<file path="config.mk">
export PLATFORM = sky130hd
export DESIGN_NAME = instruction_class_decoder_top
export DESIGN_NICKNAME = d
export VERILOG_FILES = /design/src/design/icd_pkg.sv /design/src/design/icd_decode.sv /design/src/design/instruction_class_decoder_top.sv
export SDC_FILE = /design/constraint.sdc
export NUM_CORES = 1
export LEC_CHECK = 0
export BUFFER_PORTS_ARGS = -buffer_cell sky130_fd_sc_hd__buf_2
export CELL_PAD_IN_SITES_DETAIL_PLACEMENT = 0
export CELL_PAD_IN_SITES_GLOBAL_PLACEMENT = 1
export CORE_ASPECT_RATIO = 1.1
export CORE_MARGIN = 2
export CORE_UTILIZATION = 45
export CTS_CLUSTER_SIZE = 16
export DETAILED_ROUTE_END_ITERATION = 10
export PLACE_DENSITY_LB_ADDON = 0.1
export SYNTH_ARGS = -nofsm -noshare
export SYNTH_HDL_FRONTEND = slang
export SYNTH_HIERARCHICAL = 1
export SYNTH_SLANG_ARGS = --single-unit
</file>
<file path="constraint.sdc">
create_clock -name clk_i -period 3.3 [get_ports clk_i]
set_clock_uncertainty 0.15 [all_clocks]
set_input_delay 0.165 -clock clk_i [delete_from_list [all_inputs] [get_ports clk_i]]
set_output_delay 0.165 -clock clk_i [all_outputs]
set_load 0.01 [all_outputs]
</file>
<file path="src/design/icd_pkg.sv">
package icd_pkg;

  // Format class codes
  typedef logic [4:0] inst_class_t;
  typedef logic [3:0] cond_code_t;

  // 32-bit set
  localparam inst_class_t ClsBx        = 5'd0;
  localparam inst_class_t ClsMul       = 5'd1;
  localparam inst_class_t ClsSwp       = 5'd2;
  localparam inst_class_t ClsMull      = 5'd3;
  localparam inst_class_t ClsHalfXfer  = 5'd4;
  localparam inst_class_t ClsDataProc  = 5'd5;
  localparam inst_class_t ClsSingleXfer = 5'd6;
  localparam inst_class_t ClsBranch    = 5'd7;
  localparam inst_class_t ClsBlockXfer = 5'd8;
  localparam inst_class_t ClsSwi       = 5'd9;

  // 16-bit set
  localparam inst_class_t ClsTMovShift  = 5'd10;
  localparam inst_class_t ClsTAddSub    = 5'd11;
  localparam inst_class_t ClsTImm       = 5'd12;
  localparam inst_class_t ClsTAlu       = 5'd13;
  localparam inst_class_t ClsTHiReg     = 5'd14;
  localparam inst_class_t ClsTPcLoad    = 5'd15;
  localparam inst_class_t ClsTRegOff    = 5'd16;
  localparam inst_class_t ClsTSignExt   = 5'd17;
  localparam inst_class_t ClsTImmOff    = 5'd18;
  localparam inst_class_t ClsTHalf      = 5'd19;
  localparam inst_class_t ClsTSpRel     = 5'd20;
  localparam inst_class_t ClsTLoadAddr  = 5'd21;
  localparam inst_class_t ClsTSpAdd     = 5'd22;
  localparam inst_class_t ClsTPushPop   = 5'd23;
  localparam inst_class_t ClsTMultiple  = 5'd24;
  localparam inst_class_t ClsTCondBr    = 5'd25;
  localparam inst_class_t ClsTSwi       = 5'd26;
  localparam inst_class_t ClsTBranch    = 5'd27;
  localparam inst_class_t ClsTLongBr    = 5'd28;

  localparam inst_class_t ClsBubble     = 5'd29;

  localparam cond_code_t CondAlways = 4'd14;

  // Bit patterns
  localparam logic [23:0] BxPattern   = 24'h12fff1;
  localparam logic [3:0]  MulNibble   = 4'h9;
  localparam logic [2:0]  SwpOp       = 3'h2;
  localparam logic [2:0]  MullOp      = 3'h1;

endpackage

</file>
<file path="src/design/icd_decode.sv">
module icd_decode (
  input  logic [31:0]              instruction_i,
  input  logic                     thumb_mode_i,
  output icd_pkg::inst_class_t     inst_class_o,
  output icd_pkg::cond_code_t      cond_code_o
);
  import icd_pkg::*;

  inst_class_t wide_cls;
  inst_class_t narrow_cls;
  logic [3:0]  low_nib;
  logic [15:8] h;

  assign low_nib = instruction_i[7:4];
  assign h       = instruction_i[15:8];

  // 32-bit set, priority order
  always_comb begin
    case (instruction_i[27:26])
      2'd0: begin
        if (instruction_i[27:4] == BxPattern) begin
          wide_cls = ClsBx;
        end else if (instruction_i[25:22] == 4'd0 && low_nib == MulNibble) begin
          wide_cls = ClsMul;
        end else if (instruction_i[25:23] == SwpOp && instruction_i[21:20] == 2'd0 &&
                     instruction_i[11:4] == {4'd0, MulNibble}) begin
          wide_cls = ClsSwp;
        end else if (instruction_i[25:23] == MullOp && low_nib == MulNibble) begin
          wide_cls = ClsMull;
        end else if (low_nib[3] && low_nib[0] && low_nib != MulNibble &&
                     instruction_i[27:25] == 3'd0) begin
          wide_cls = ClsHalfXfer;
        end else begin
          wide_cls = ClsDataProc;
        end
      end
      2'd1:    wide_cls = ClsSingleXfer;
      2'd2:    wide_cls = instruction_i[25] ? ClsBranch : ClsBlockXfer;
      default: wide_cls = ClsSwi;
    endcase
  end

  // 16-bit set, split on bits 15:13
  always_comb begin
    case (h[15:13])
      3'd0: narrow_cls = (h[12:11] == 2'b11) ? ClsTAddSub : ClsTMovShift;
      3'd1: narrow_cls = ClsTImm;
      3'd2: begin
        if (h[12]) begin
          narrow_cls = h[9] ? ClsTSignExt : ClsTRegOff;
        end else if (h[11]) begin
          narrow_cls = ClsTPcLoad;
        end else begin
          narrow_cls = h[10] ? ClsTHiReg : ClsTAlu;
        end
      end
      3'd3: narrow_cls = ClsTImmOff;
      3'd4: narrow_cls = h[12] ? ClsTSpRel : ClsTHalf;
      3'd5: begin
        if (h[12]) begin
          narrow_cls = (h[11:8] == 4'h0) ? ClsTSpAdd : ClsTPushPop;
        end else begin
          narrow_cls = ClsTLoadAddr;
        end
      end
      3'd6: begin
        if (h[12]) begin
          narrow_cls = (h[11:8] == 4'hf) ? ClsTSwi : ClsTCondBr;
        end else begin
          narrow_cls = ClsTMultiple;
        end
      end
      default: narrow_cls = h[12] ? ClsTLongBr : ClsTBranch;
    endcase
  end

  always_comb begin
    if (instruction_i == 32'd0) begin
      inst_class_o = ClsBubble;
    end else if (thumb_mode_i) begin
      inst_class_o = narrow_cls;
    end else begin
      inst_class_o = wide_cls;
    end
  end

  assign cond_code_o = thumb_mode_i ? CondAlways : instruction_i[31:28];

endmodule

</file>
<file path="src/design/instruction_class_decoder_top.sv">
// Instruction class decoder.
//
// Command channel: drive instruction_i and thumb_mode_i with start_i high for
// one cycle; the transaction is taken at the rising edge where start_i is high
// and busy_o is low. busy_o is held low, so a new transaction can be issued
// every cycle.
//
// Result channel: inst_class_o and cond_code_o are valid for exactly one cycle
// while done_o is high. The receiver cannot stall; results must be taken when
// shown.
//
// Path: an accepted transaction goes through the input register, then through
// the decode logic into the result register.
// Throughput: 1 transaction per cycle, set by the single decode stage.
//
// Reset (rst_ni low, asynchronous) clears both stage valid flags, dropping any
// transaction in flight; done_o is low during and right after reset.
module instruction_class_decoder_top (
  input  logic                 clk_i,
  input  logic                 rst_ni,
  input  logic                 start_i,
  output logic                 busy_o,
  input  logic [31:0]          instruction_i,
  input  logic                 thumb_mode_i,
  output logic                 done_o,
  output icd_pkg::inst_class_t inst_class_o,
  output icd_pkg::cond_code_t  cond_code_o
);
  import icd_pkg::*;

  // Input stage
  logic        in_valid_q;
  logic [31:0] instr_q;
  logic        thumb_q;

  // Result stage
  logic        done_q;
  inst_class_t class_q;
  inst_class_t class_d;
  cond_code_t  cond_q;
  cond_code_t  cond_d;

  logic        accept;

  // Pure pipeline with no backpressure: never busy.
  assign busy_o = 1'b0;
  assign accept = start_i && !busy_o;

  always_ff @(posedge clk_i or negedge rst_ni) begin
    if (!rst_ni) begin
      in_valid_q <= 1'b0;
      done_q     <= 1'b0;
    end else begin
      in_valid_q <= accept;
      done_q     <= in_valid_q;
    end
  end

  // Payload registers, no reset needed
  always_ff @(posedge clk_i) begin
    if (accept) begin
      instr_q <= instruction_i;
      thumb_q <= thumb_mode_i;
    end
    if (in_valid_q) begin
      class_q <= class_d;
      cond_q  <= cond_d;
    end
  end

  icd_decode u_decode (
    .instruction_i (instr_q),
    .thumb_mode_i  (thumb_q),
    .inst_class_o  (class_d),
    .cond_code_o   (cond_d)
  );

  assign done_o       = done_q;
  assign inst_class_o = class_q;
  assign cond_code_o  = cond_q;

endmodule
</file>
==> results of run 1 <==
final cells by class:
class / count / area (um^2)
flip-flops and latches: 44 / 1311
multi-input cells: 74 / 460.4
repair buffers: 79 / 565.5
inverters: 6 / 22.52
clock buffers: 5 / 68.82
clock inverters: 3 / 37.54
well taps: 52 / 65.06
fillers: 300 / 1373
per-layer routing:
layer | global-route usage | wire (um) | up-vias | share of wire
met5 | 0 | 0 | - | 0
met4 | 0.06619 | 53 | 0 | 0.016
met3 | 0.04769 | 188 | 7 | 0.058
met2 | 0.2766 | 1611 | 51 | 0.49
met1 | 0.1950 | 1412 | 589 | 0.43
li1 | - | - | 659 | -
registers in the layout, summed over array words and instances (netlist names):
name          cells
cond_code_o       4
in_valid_q        1
inst_class_o      5
thumb_q           1
instr_q          32
done_o            1
synthesized netlist by cell type, drive strengths merged:
cell type  number
nor3b           1
a31oi           1
or2b            2
dfrtp           2
o21a            1
edfxtp         42
a211oi          2
nand2           9
nand4           3
o31ai           1
nor4            5
mux2i           1
inv             6
a211o           1
or3b            1
nor2            7
nand2b          1
nor2b           1
nor4b           1
and3            1
a21oi           2
buf             2
or4             2
nand3b          1
o31a            1
o21ai          10
clkbuf          2
and4            2
conb            1
or4bb           1
o211ai          6
a221oi          2
nor3            3
nand3           1
or2             3
placed cells by master, fill, tap and decap left out, drive strengths merged:
master	count
a211o	1
a211oi	2
a21oi	2
a221oi	2
a31oi	1
and3	1
and4	2
buf	45
bufinv	1
clkbuf	5
clkinv	2
conb	1
dfrtp	2
dlygate4sd3	34
edfxtp	42
inv	6
mux2i	1
nand2	9
nand2b	1
nand3	1
nand3b	1
nand4	3
nor2	7
nor2b	1
nor3	3
nor3b	1
nor4	5
nor4b	1
o211ai	6
o21a	1
o21ai	10
o31a	1
o31ai	1
or2	3
or2b	2
or3b	1
or4	2
or4bb	1
where the power goes:
part | switching, mW | internal, mW | total, mW
clock | 0.166 | 0.220 | 0.386
combinational | 0.0550 | 0.0756 | 0.131
sequential | 0.0347 | 0.667 | 0.702
worst paths after layout:
kind / from / end
worst max register to register: instr_q[9] / inst_class_o[1]
worst min register to register: instr_q[31] / cond_code_o[3]
max in group asynchronous: rst_ni / done_o
worst min-delay path: rst_ni / in_valid_q
worst max-delay path: instr_q[9] / inst_class_o[1]
min in group clk_i: start_i / in_valid_q
metrics by stage:
stage          cell area, um^2  power (mW)  utilization
2_1_floorplan             1814      0.7592            -
3_3_place_gp              2085      0.8108       0.5340
3_5_place_dp              2085      0.8133       0.5340
4_1_cts                   2531       1.225       0.6484
5_1_grt                   2531       1.276       0.6484
6_report                  2531       1.218       0.6484
kinds of logic after synthesis:
kind of cell / Yosys count / synth area share
mux: 1 / 0.005517
buf+inv: 10 / 0.02345
flops: 44 / 0.7228
other cells: 1 / 0.002067
simple gates: 45 / 0.1462
compound gates: 27 / 0.1000
timing repair:
action	in CTS	in global routing
setup endpoints to repair	0	0
hold buffers	34	0
endpoints found under the hold margin	35	0
==> flow_summary.ini, run 1 <==
[sta]
slew_violations = 0
post-route-period-util = 0.6703
fin_tns_setup_ps = 0
rsz0062_at_grt = no
fmax_ghz = 0.4521
worst_pin_slew_ps = 705.3
fin_crit_ps = 2212
relSlewSlack = 0.5298
setup_ws_ps = 1088
hold_ws_ps = 44.48
setup_viol = 0
hold_violations = 0

[clocking]
cts_tree = done
path_clk_slew_ps = 70
cts.sinks = 44
clockBufferDepth = 2
cts_root_buffer = clkbuf_8
post_cts_buffers = 0
ctsResizeCount = 0
clk_latency_ps = 290
cts_buffers = 5
htree_levels = 2

[setup_path]
cpPeakStageDelay_ps = 570
crit_path_start_kind = flop
crit_buf_inv = 0
crit_type = reg2reg
path_cells = or4_1, nor4_1, nand4_1, and3_1
end_kind = flop
cp.arrival_ps = 2110
path_delay_family = simple AND/OR/NAND/NOR gates
path_depth = 4
reg2regPathDepth = 4
ff2ff_setup_slack_ps = 1090
crit_fanout = 5
critPathSlowestCell = or4_1
critPathRequiredTime_ps = 3200

[routing]
drt-wirelength-per-cell_um = 12.41
drt_wl_total_mm = 3.264
vias = 1306
ant_nets = 0
first_pass_iters = 4
drc = 0
vias_per_cell = 4.966
dr.first_iter.drc_count = 63

[power_and_ir_drop]
ir_worst_vdd_uv = 311.9
p_leak_nw = 0.9737
powerDensity_mw_per_mm2 = 481.2

[synthesis]
synthCells = 128
synth.distinct_cells = 39
synth_seq_cells = 44
avgSynthCellArea_um2 = 14.17
synthTopCellsByArea = edfxtp_1 (70%), dfrtp_1 (2.8%), o21ai_0 (2.8%), o211ai_1 (2.1%), nor4_1 (1.7%)
ys.warnings.count = 6
yosysSeqAreaShare = 0.7228
synth.largest_area_cell = edfxtp_1
synth_top_area_share = 0.6952
syn_nets = 164
netlist_area_mm2 = 0.001814

[placed_design]
dp_hpwl_mm = 2.207
port_buffers = 45
gp_congestion = 0.8530
dp.cells = 221
pre_cts_ws_ps = 1046

[die]
coreArea_mm2 = 0.003904
dieArea_mm2 = 0.004556
ioPinCount = 47
num_rows = 24
die_w_um = 64.54
die_h_um = 70.60
start_util = 0.4647

[grt]
first_global_vias = 1312
grt-ovfl-total = 0
grt_pass1_wl_mm = 5.595
track_usage = 0.1628
grt_start_max_net_pins = 35
antenna_found_initial = 0

[finish]
syn_to_final_growth_pct = 39.52
drive_above_1_share = 0.2749
diodes = 0
nets = 246
final_cells = 263

[worst_hold_path]
hold_path.class = in2async

[flow_run]
max_cap_viol_count = 0

[run_status]
status = finished clean
(Power assumes the default switching activity.)
==> run 2: changes to the inputs <==
--- a/config.mk
+++ b/config.mk
@@ -10,7 +10,7 @@
 export CELL_PAD_IN_SITES_GLOBAL_PLACEMENT = 1
 export CORE_ASPECT_RATIO = 1.1
 export CORE_MARGIN = 2
-export CORE_UTILIZATION = 45
+export CORE_UTILIZATION = 37
 export CTS_CLUSTER_SIZE = 16
 export DETAILED_ROUTE_END_ITERATION = 10
 export PLACE_DENSITY_LB_ADDON = 0.1
==> constraint.sdc (replaced) <==
create_clock -name clk_i -period 1.9 [get_ports clk_i]
set_clock_uncertainty 0.15 [all_clocks]
set_input_delay 0.095 -clock clk_i [delete_from_list [all_inputs] [get_ports clk_i]]
set_output_delay 0.095 -clock clk_i [all_outputs]
set_load 0.01 [all_outputs]
==> flow_summary.ini, run 2 (synthesis results as in run 1) <==
[worst_hold_path]
hold_path_end = in_valid_q
min_path_cells = 1
hold_path_startpoint = start_i
hold_path.class = in2reg

[routing]
drt-wirelength-per-cell_um = 12.60
drc = 0
first_pass_iters = 4
vias_per_cell = 4.872
ant_nets = 0
vias = 1374
dr.first_iter.drc_count = 77
drt_wl_total_mm = 3.552

[setup_path]
critPathRequiredTime_ps = 1810
crit_type = reg2reg
end_kind = flop
reg2regPathDepth = 4
path_cells = or4_4, nor4_4, nand4_1, and3_1
r2r-end = inst_class_o[1]
cpPeakStageDelay_ps = 590
critPathSlowestCell = or4_4
cp.arrival_ps = 1860
r2r_start = instr_q[10]
ff2ff_setup_slack_ps = -50
crit_fanout = 3
crit_path_start_kind = flop
crit_buf_inv = 0
path_delay_family = simple AND/OR/NAND/NOR gates

[grt]
first_global_vias = 1365
track_usage = 0.1373
grt-ovfl-total = 0
grt_pass1_wl_mm = 5.927
antenna_found_initial = 0
grt_start_max_net_pins = 35

[finish]
top_register = instr_q
syn_to_final_growth_pct = 46.62
diodes = 0
drive_above_1_share = 0.3407
nets = 262
largest_register_ffs = 32
final_common_cell = buf_2
fillers = 411
fin_area_mm2 = 0.002660
final_cell_mix = buf_2 (45), edfxtp_1 (42), dlygate4sd3_1 (35)

[clocking]
cts_buffers = 5
cts.sinks = 44
path_clk_slew_ps = 80
post_cts_buffers = 0
clk_latency_ps = 290
clockBufferDepth = 2
cts_root_buffer = clkbuf_8
htree_levels = 2
cts_tree = done

[sta]
hold_violations = 0
fin_tns_setup_ps = -148.5
fmax_ghz = 0.5128
setup_viol = 4
worst_pin_slew_ps = 723.6
rsz0062_at_grt = yes
post-route-period-util = 1.026
relSlewSlack = 0.5176
setup_ws_ps = -49.90
slew_violations = 0
fin_crit_ps = 1950

[placed_design]
pre_cts_ws_ps = -168.0
port_buffers = 45
placed_cell_area_mm2 = 0.002210
gp_congestion = 0.8587
dp_hpwl_mm = 2.506

[die]
dieArea_mm2 = 0.005480
die_w_um = 70.77
num_rows = 26
ioPinCount = 47
die_h_um = 77.44
start_util = 0.3873
coreArea_mm2 = 0.004684

[power_and_ir_drop]
p_leak_nw = 1.048
powerDensity_mw_per_mm2 = 760.4
ir_worst_vdd_uv = 522.6

[run_status]
status = complete, but fails checks
failed_checks = negative setup slack

[flow_run]
max_cap_viol_count = 0
-- run 2: cell count changes in the layout (fill, tap and decap cells not counted), sizes merged --
cell and delta:
bufinv -1, buf +15, clkinv -1, clkbuf +1, dlygate4sd3 +1
-- run 2: worst max-delay path by stage --
stage,from,endpoint,slack [ps],cells past startpoint
after floorplan,instr_q[15],inst_class_o[0],-70,5
after global placement,instr_q[8],inst_class_o[1],-170,4
after detailed placement,instr_q[8],inst_class_o[1],-170,4
after CTS,instr_q[10],inst_class_o[0],-80,5
after global routing,instr_q[10],inst_class_o[3],-150,5
final,instr_q[10],inst_class_o[1],-50,4
-- run 2: per-stage QoR --
| stage | std cells | power (mW) | util | hold slack, ps |
|---|---|---|---|---|
| 2_1_floorplan | 128 | 1.319 | - | -350.6 |
| 3_3_place_gp | 241 | 1.444 | 0.4717 | -271.4 |
| 3_5_place_dp | 241 | 1.450 | 0.4717 | -268.6 |
| 4_1_cts | 282 | 2.032 | 0.5665 | 170.0 |
| 5_1_grt | 282 | 2.117 | 0.5678 | 195.0 |
| 6_report | 282 | 2.023 | 0.5678 | 146.4 |
-- run 2: layout make-up --
| class | count | area [um^2] | area share |
|---|---|---|---|
| sequential | 44 | 1311 | 0.4929 |
| timing repair buffer | 95 | 688.2 | 0.2587 |
| multi-input combinational | 74 | 490.5 | 0.1844 |
| clock buffer | 6 | 72.57 | 0.02728 |
| tap | 56 | 70.07 | 0.02634 |
| inverter | 6 | 22.52 | 0.008467 |
| clock inverter | 1 | 5.005 | 0.001881 |
-- run 2: what timing repair did --
item | in CTS | in global routing
hold endpoints to repair | 35 | 0
hold buffers | 35 | 0
pin swaps | 5 | 1
endpoints found under the setup margin | 5 | 5
gates resized for setup | 6 | 1
-- run 2: metal layers --
layer / global-route usage / wire [um] / vias up
li1: - / - / 697
met1: 0.1613 / 1506 / 624
met2: 0.2393 / 1792 / 47
met3: 0.03636 / 202 / 6
met4: 0.05094 / 51 / 0
met5: 0 / 0 / -
-- run 2: power by group --
group	total, mW	switching [mW]	leakage [nW]	internal [mW]
logic	0.287	0.124	0.572	0.163
clock network	0.536	0.286	0.0410	0.250
registers	1.20	0.0418	0.435	1.16
total	2.02	0.453	1.05	1.57
